**config.mk**
```make
export PLATFORM = sky130hd
export DESIGN_NAME = mt64_div
export DESIGN_NICKNAME = d
export VERILOG_FILES = /design/src/design/mt64_pkg.sv /design/src/design/mt64_div.sv
export SDC_FILE = /design/constraint.sdc
export NUM_CORES = 1
export LEC_CHECK = 0
export ABC_AREA = 1
export ABC_CLOCK_PERIOD_IN_PS = 5400
export BUFFER_PORTS_ARGS = -buffer_cell sky130_fd_sc_hd__buf_2
export CAP_MARGIN = 20
export CORE_ASPECT_RATIO = 1.4
export CORE_MARGIN = 5
export CORE_UTILIZATION = 45
export DETAILED_ROUTE_END_ITERATION = 6
export GPL_TIMING_DRIVEN = 1
export PLACE_DENSITY = 0.68
export SETUP_SLACK_MARGIN = 0.05
export SLEW_MARGIN = 30
export SYNTH_ARGS = -nofsm -noshare
export SYNTH_HDL_FRONTEND = slang
export SYNTH_SLANG_ARGS = --single-unit
```
**constraint.sdc**
```tcl
create_clock -name clk -period 5.4 [get_ports clk]
set_input_delay 0.81 -clock clk [delete_from_list [all_inputs] [get_ports clk]]
set_output_delay 0.81 -clock clk [all_outputs]
set_load 0.01 [all_outputs]
```
**src/design/mt64_pkg.sv**
```systemverilog
package mt64_pkg;

  localparam int StateWords   = 312;
  localparam int MiddleOffset = 156;
  localparam int IdxW         = 9;
  localparam int RawW         = 53;

  localparam logic [63:0] SeedReset   = 64'd5489;
  localparam logic [63:0] TwistMatrix = 64'hB5026F5AA96619E9;
  localparam logic [63:0] UpperMask   = 64'hFFFFFFFF80000000;
  localparam logic [63:0] LowerMask   = 64'h000000007FFFFFFF;
  localparam logic [63:0] InitMult    = 64'd6364136223846793005;

  typedef enum logic [3:0] {
    ST_IDLE,
    ST_SEED_MUL,
    ST_SEED_ACC,
    ST_TW_RD0,
    ST_TW_RD1,
    ST_TW_RD2,
    ST_TW_WR,
    ST_DRAW_RD,
    ST_DRAW_WAIT,
    ST_CONV,
    ST_DIV,
    ST_DONE
  } state_t;

  // Temper one raw state word.
  function automatic logic [63:0] temper(input logic [63:0] w);
    logic [63:0] y;
    y = w;
    y = y ^ ((y >> 29) & 64'h5555555555555555);
    y = y ^ ((y << 17) & 64'h71D67FFFEDA60000);
    y = y ^ ((y << 37) & 64'hFFF7EEE000000000);
    y = y ^ (y >> 43);
    return y;
  endfunction

endpackage

```
**src/design/mt64_div.sv**
```systemverilog
// Scales raw by 1/(2^53-1). The binary expansion of raw/(2^53-1) repeats raw every
// 53 bits, so the rounded double is the normalized raw plus one ulp.
module mt64_div (
  input  logic        clk,
  input  logic        rst,
  input  logic        start,
  input  logic [52:0] raw,
  output logic        busy,
  output logic [63:0] bits
);
  import mt64_pkg::*;

  localparam logic [52:0] RawMax  = {53{1'b1}};
  localparam logic [10:0] ExpHalf = 11'd1022;
  localparam logic [10:0] ExpOne  = 11'd1023;

  logic [52:0] sig;
  logic [10:0] exp_v;
  logic        zero;
  logic        one;
  logic [51:0] frac_up;

  // Shift the value left one bit per cycle until its leading one reaches the top bit.
  always_ff @(posedge clk) begin
    if (rst) begin
      busy <= 1'b0;
    end else if (start) begin
      busy  <= 1'b1;
      sig   <= raw;
      exp_v <= ExpHalf;
      zero  <= (raw == '0);
      one   <= (raw == RawMax);
    end else if (busy) begin
      if (zero || sig[52]) begin
        busy <= 1'b0;
      end else begin
        sig   <= {sig[51:0], 1'b0};
        exp_v <= exp_v - 11'd1;
      end
    end
  end

  // The bits past the significand start with the leading one again and never end,
  // so the value always rounds up by one ulp. The significand is never all ones
  // here, so the increment cannot carry into the hidden bit.
  assign frac_up = sig[51:0] + 52'd1;

  // Pack the double; the all-ones raw value is exactly 1.0.
  always_comb begin
    if (zero) begin
      bits = 64'd0;
    end else if (one) begin
      bits = {1'b0, ExpOne, 52'd0};
    end else begin
      bits = {1'b0, exp_v, frac_up};
    end
  end
endmodule

```
==> flow_metrics.py, run 1 <==
metrics = {
    "sta": {
        "finalCriticalPeriod_ns": 3.21,
        "finalHoldViolations": 0,
        "finalClockSkew_ns": 0.00677,
        "final.setup.worst_slack_ns": 2.19,
        "hold_ws_ns": 0.555,
        "setup_viol": 0,
        "drv_slew": 0,
        "rsz0062_at_grt": "false",
        "fmax_mhz": 311,
        "finalCritPeriodShare_pct": 59.5,
        "slew_headroom_pct": 45.1,
        "tightestPinTransition_ns": 0.822,
        "finalSetupTns_ns": 0,
    },
    "placed_design": {
        "io_buffers": 119,
        "place_ws_ns": 2.48,
        "dp_hpwl_um": 12800,
        "gp_congestion": 0.926,
    },
    "hold_path": {
        "worstHoldPathCells": 1,
        "hold_class": "reg2reg",
        "hold_start": "exp_v[0]$_SDFFCE_PP0P_",
        "whs_endpoint": "exp_v[0]$_SDFFCE_PP0P_",
    },
    "final_layout": {
        "final_cell_mix": "230 x nand2_1, 137 x nor2_1, 119 x buf_2, 81 x inv_1, 67 x o21ai_0",
        "multi_input_area_um2": 2720,
        "n_fill_cell": 1127,
        "drive_gt1_share_pct": 19.5,
        "ff_latch_area_um2": 2000,
        "area_growth_pct": 20.5,
        "nets": 930,
        "antennaDiodeCount": 0,
        "postLayoutCoreUtil_pct": 54.6,
        "final_common_cell": "nand2_1",
    },
    "worst_setup_path": {
        "cp.required_ns": 4.59,
        "worst-r2r-setup-slack_ns": 2.83,
        "path_cells": "nor2_4 -> inv_1 -> a21oi_1 -> o21a_1 -> buf_2",
        "worstReg2RegEnd": "exp_v[2]$_SDFFCE_PP1P_",
        "critPathMaxFanout": 31,
        "r2r-start": "zero$_DFFE_PP_",
        "reg2regPathDepth": 4,
        "cp-start-kind": "register",
        "crit_arrival_ns": 2.40,
        "crit_slowest_cell": "nor2_4",
        "crit_path_end_kind": "output port",
        "max_stage_delay_ns": 0.61,
        "crit_type": "reg2out",
    },
    "power_and_ir_drop": {
        "p_leak_nw": 2.78,
        "p_switching_w": 0.000359,
        "swShare_pct": 25.5,
        "clkPwrFrac_pct": 42.6,
        "pwr-share-seq_pct": 45.0,
        "intPower_w": 0.00105,
        "power.density_nw_per_um2": 229,
        "combPwrFrac_pct": 12.3,
        "total_power_w": 0.00141,
        "peakVddDrop_uv": 135,
    },
    "drt": {
        "wl_um": 16300,
        "drc": 0,
        "drt-initial-drc-count": 302,
        "viasPerCell": 5.28,
        "ant_nets": 0,
        "wl_per_cell_um": 15.9,
        "num_vias": 5388,
        "firstDrtPassIters": 5,
    },
    "synth": {
        "async_reset_ff_share_pct": 0,
        "ys.flop_type": "edfxtp_1",
        "syn_avg_cell_area_um2": 6.71,
        "synthDominantCellAreaShare_pct": 39.0,
        "syn_area_um2": 5090,
        "synth_seq_area_share_pct": 39.4,
        "synth_largest_area_cell": "edfxtp_1",
        "synthTopCellsByArea": "edfxtp_1 39%, nand2_1 17%, nor2_1 10%, o21ai_0 6.6%, inv_1 6.0%",
        "syn_nets": 816,
        "synth-seq-cells": 67,
        "synth_cell_types": 31,
        "yosysWarnings": 0,
        "synthCells": 758,
        "synth_edf_count": 66,
    },
    "clock_network": {
        "post_cts_resized": 0,
        "numCtsBuffers": 9,
        "clock_sinks": 67,
        "cts_tree": "yes",
        "worstSkewPairLatency_ns": 0.33,
        "cts-htree-levels": 3,
        "cts_setup_buffers": 0,
        "root_buffer": "clkbuf_16",
        "hold_buffers": 0,
        "clk_pin_slew_ns": 0.06,
        "clk_path_buf_depth": 2,
    },
    "global_routing": {
        "grt_max_degree": 91,
        "grt_usage_pct": 24.6,
        "grt_overflow_total": 0,
        "grt_pass1_vias": 5263,
        "grt_first_pass_wirelength_um": 26000,
        "grt_antenna_before_repair": 0,
    },
    "job": {
        "cap_violations": 0,
    },
    "floorplan": {
        "fp.dieH_um": 136,
        "die-width_um": 99.9,
        "std_cell_rows": 46,
        "initial_core_util_pct": 45.3,
        "core_um2": 11200,
        "dieArea_um2": 13600,
        "ioPinCount": 121,
    },
    "status": {
        "status": "complete, no violations",
    },
}
-- power groups by stage --
stage / registers (W) / logic (W) / clock network (W)
2_1_floorplan: 0.000635 / 0.000105 / 0
3_3_place_gp: 0.000642 / 0.000169 / 0
3_5_place_dp: 0.000643 / 0.000174 / 0
4_1_cts: 0.000633 / 0.000175 / 0.000606
5_1_grt: 0.000636 / 0.000197 / 0.000628
6_report: 0.000633 / 0.000174 / 0.000599
-- Yosys cell counts, types with 3 or more instances --
| library cell | instances |
|---|---|
| nand2_4 | 3 |
| buf_2 | 3 |
| nand2_1 | 230 |
| inv_1 | 81 |
| o21a_1 | 5 |
| nand2_2 | 7 |
| edfxtp_1 | 66 |
| nand3b_1 | 3 |
| nor3_1 | 11 |
| nand4_1 | 18 |
| a21oi_1 | 45 |
| nor2_1 | 138 |
| nor4_1 | 4 |
| nand3_1 | 27 |
| nor2_2 | 8 |
| clkbuf_1 | 15 |
| o21ai_0 | 67 |
| nor2_4 | 7 |
-- flip-flops by register name, indices dropped and copies added (netlist names) --
register and flops:
exp_v 11, one 1, sig 53, busy 1, zero 1
-- stage by stage --
stage / instance area [µm²] / std cells
5_1_grt: 6130 / 1021
3_5_place_dp: 5830 / 1005
6_report: 6130 / 1021
3_3_place_gp: 5820 / 1005
2_1_floorplan: 5090 / 758
4_1_cts: 6130 / 1021
-- kinds of logic (layout without fill, tap and decap cells) --
kind of cell	count (synthesis)	count (layout)	share of synthesized area, %
fa+ha+maj	2	2	0.492
buf+inv	101	220	7.60
compound gates	124	124	12.8
simple gates	463	463	39.7
other cells	1	1	0.0737
flops	67	67	39.4
-- how the worst max path moves through the flow --
stage	depth (start not counted)	slack (ns)	start	to
floorplan	4	0.41	start	exp_v[0]$_SDFFCE_PP0P_
global placement	5	2.18	zero$_DFFE_PP_	bits[18]
detailed placement	5	2.48	start	exp_v[7]$_SDFFCE_PP1P_
CTS	5	2.18	zero$_DFFE_PP_	bits[18]
global route	5	2.07	zero$_DFFE_PP_	bits[18]
finish	5	2.19	zero$_DFFE_PP_	bits[18]
-- cell type report --
class	count	share of cell area (%)
Tap cell	144	2.94
Multi-Input combinational cell	590	44.3
Timing Repair Buffer	123	10.2
Sequential cell	67	32.7
Clock buffer	14	4.31
Inverter	81	4.96
Clock inverter	2	0.572
-- layer usage --
layer	routed length, µm	track usage (%)	share of wire, %
met5	0	0	0
met4	490	9.72	3.0
met3	1190	4.64	7.3
met1	6300	29.4	39
met2	8290	43.0	51
-- worst max-delay path, delay by kind of cell (launching register included) --
kind                   cells  cell delay, ns
AND/OR/NAND/NOR            1            0.61
AO/OA/AOI/OAI              2            0.38
buffers and inverters      2            0.49
flip-flops                 1            0.60
Note: power is estimated with default switching activity, not from simulation.
==> run 2, diff against run 1 <==
--- a/config.mk
+++ b/config.mk
@@ -6,7 +6,7 @@
 export NUM_CORES = 1
 export LEC_CHECK = 0
 export ABC_AREA = 1
-export ABC_CLOCK_PERIOD_IN_PS = 5400
+export ABC_CLOCK_PERIOD_IN_PS = 2550
 export BUFFER_PORTS_ARGS = -buffer_cell sky130_fd_sc_hd__buf_2
 export CAP_MARGIN = 20
 export CORE_ASPECT_RATIO = 1.4
@@ -14,7 +14,7 @@
 export CORE_UTILIZATION = 45
 export DETAILED_ROUTE_END_ITERATION = 6
 export GPL_TIMING_DRIVEN = 1
-export PLACE_DENSITY = 0.68
+export PLACE_DENSITY = 0.7
 export SETUP_SLACK_MARGIN = 0.05
 export SLEW_MARGIN = 30
 export SYNTH_ARGS = -nofsm -noshare
==> constraint.sdc (replaced) <==
create_clock -name clk -period 2.55 [get_ports clk]
set_input_delay 0.3825 -clock clk [delete_from_list [all_inputs] [get_ports clk]]
set_output_delay 0.3825 -clock clk [all_outputs]
set_load 0.01 [all_outputs]
==> run 2 against run 1 <==
Flip-flop and latch count stayed put; via count is 0.58% lower; die area stayed put; worst hold slack worse by 0.28 ns; largest power group unchanged.
==> flow_metrics.py, run 2 (synthesized netlist as in run 1, its figures left out) <==
metrics = {
    "final_layout": {
        "multi_input_area_um2": 2750,
        "nets": 938,
        "largest_register_ffs": 53,
        "final_cell_mix": "230 x nand2_1, 131 x nor2_1, 119 x buf_2, 80 x inv_1, 67 x o21ai_0",
        "antennaDiodeCount": 0,
        "n_fill_cell": 1152,
        "final_common_cell": "nand2_1",
        "postLayoutCoreUtil_pct": 55.5,
        "finalInstanceArea_um2": 6230,
        "drive_gt1_share_pct": 21.6,
        "ff_latch_area_um2": 2000,
        "largestRegisters": "sig: 53 flops, exp_v: 11 flops",
        "area_growth_pct": 22.6,
        "largest_register": "sig",
    },
    "power_and_ir_drop": {
        "intPower_w": 0.00218,
        "total_power_w": 0.00295,
        "p_switching_w": 0.000766,
        "pwr-share-seq_pct": 45.3,
        "combPwrFrac_pct": 12.9,
        "p_leak_nw": 2.82,
        "swShare_pct": 26.0,
        "clkPwrFrac_pct": 41.8,
        "power.density_nw_per_um2": 473,
        "peakVddDrop_uv": 320,
    },
    "clock_network": {
        "clk_path_buf_depth": 2,
        "cts_tree": "yes",
        "clk_pin_slew_ns": 0.05,
        "worstSkewPairLatency_ns": 0.34,
        "root_buffer": "clkbuf_16",
        "cts-htree-levels": 3,
        "numCtsBuffers": 9,
        "clock_sinks": 67,
    },
    "drt": {
        "drc": 0,
        "viasPerCell": 5.21,
        "wl_per_cell_um": 15.5,
        "firstDrtPassIters": 5,
        "drt-initial-drc-count": 353,
        "ant_nets": 0,
        "wl_um": 15900,
        "num_vias": 5357,
    },
    "worst_setup_path": {
        "crit_start": "sig[0]$_SDFFCE_PN0P_",
        "worst-r2r-setup-slack_ns": 0.75,
        "cp-endpoint": "bits[50]",
        "crit_top_cell": "nand2_1",
        "path_cells": "ha_2 -> nand2_2 -> nor2_4 -> nand3_2 -> nor2_2 -> nand3_1 -> nand2_1 -> nand2_1 -> nor2_1 -> buf_2",
        "cp-start-kind": "register",
        "crit_type": "reg2out",
        "crit_arrival_ns": 2.05,
        "crit_slowest_cell": "edfxtp_1",
        "critPathMaxFanout": 4,
        "max_stage_delay_ns": 0.41,
        "worstReg2RegEnd": "sig[34]$_DFFE_PP_",
        "reg2regPathDepth": 5,
        "r2r-start": "zero$_DFFE_PP_",
        "crit_path_end_kind": "output port",
        "cp.required_ns": 2.17,
    },
    "sta": {
        "fmax_mhz": 412,
        "rsz0062_at_grt": "true",
        "drv_slew": 0,
        "finalCriticalPeriod_ns": 2.43,
        "finalClockSkew_ns": 0.00751,
        "setup_viol": 0,
        "finalHoldViolations": 0,
        "finalCritPeriodShare_pct": 95.3,
    },
    "placed_design": {
        "dp_hpwl_um": 12500,
        "io_buffers": 119,
        "dpl-instance-area_um2": 5850,
        "gp_congestion": 0.936,
    },
    "global_routing": {
        "grt_overflow_total": 0,
        "grt_max_degree": 60,
        "grt_antenna_before_repair": 0,
        "grt_first_pass_wirelength_um": 25000,
        "grt_usage_pct": 23.8,
        "grt_pass1_vias": 5154,
    },
    "floorplan": {
        "ioPinCount": 121,
        "die-width_um": 99.9,
        "dieArea_um2": 13600,
        "fp.dieH_um": 136,
        "std_cell_rows": 46,
        "core_um2": 11200,
        "initial_core_util_pct": 45.3,
    },
    "status": {
        "status": "complete, no violations",
    },
    "hold_path": {
        "hold_class": "in2reg",
    },
    "job": {
        "cap_violations": 0,
    },
}
[run 2: cell types whose count changed in the layout (fill, tap and decap cells not counted), moves of 2 or more]
cell,previous run,this run
buf_4,4,11
clkbuf_8,2,4
nand3_1,27,25
nand3_2,2,4
nor2_1,137,131
nor2_2,8,13
[run 2: worst min path at each step]
stage,startpoint,endpoint,cells after the start
floorplan,rst,busy$_SDFF_PP0_,1
global placement,busy$_SDFF_PP0_,busy$_SDFF_PP0_,2
detailed placement,busy$_SDFF_PP0_,busy$_SDFF_PP0_,2
CTS,rst,busy$_SDFF_PP0_,2
global route,rst,busy$_SDFF_PP0_,2
finish,rst,busy$_SDFF_PP0_,2
[run 2: power by group through the flow]
stage / clock, W / sequential (W) / combinational [W]
final: 0.00123 / 0.00133 / 0.000381
after CTS: 0.00124 / 0.00133 / 0.000376
after detailed placement: 0 / 0.00136 / 0.000375
after global placement: 0 / 0.00135 / 0.000370
after global routing: 0.00129 / 0.00134 / 0.000434
after floorplan: 0 / 0.00134 / 0.000225
[run 2: per-layer routing]
layer	global-route usage (%)	vias up	share of wire, %
li1	-	2722	-
met1	28.1	2432	39
met2	41.5	168	50
met3	3.55	35	6.0
met4	11.8	0	4.5
met5	0	-	0
[run 2: stage by stage]
| stage | hold slack (ns) | setup TNS (ns) | setup slack (ns) | instances |
|---|---|---|---|---|
| finish | 0.276 | 0 | 0.120 | 1029 |
| global route | 0.290 | -0.0135 | -0.00583 | 1029 |
| CTS | 0.271 | 0 | 0.0593 | 1023 |
| detailed placement | 0.544 | 0 | 0.424 | 1007 |
| global placement | 0.535 | 0 | 0.470 | 1007 |
| floorplan | 0.452 | 0 | 0.0951 | 758 |
[run 2: critical path, delay by kind of cell (launching register included)]
kind                       cells  cell delay [ns]
and+or+nand+nor                8             0.95
adders and majority gates      1             0.21
buffers and inverters          1             0.15
DFF                            1             0.41
[run 2: cell type report]
cell class	count	area share, %
clock buffer	15	4.62
clock inverter	1	0.120
inverter	81	4.88
multi-input combinational	590	44.2
sequential	67	32.1
tap	144	2.89
timing repair buffer	131	11.2
[run 2: what timing repair did]
item / in CTS / in global routing
resized for setup: 0 / 13
setup buffers: 0 / 6
setup endpoints to repair: 0 / 15
hold buffers: 0 / 0
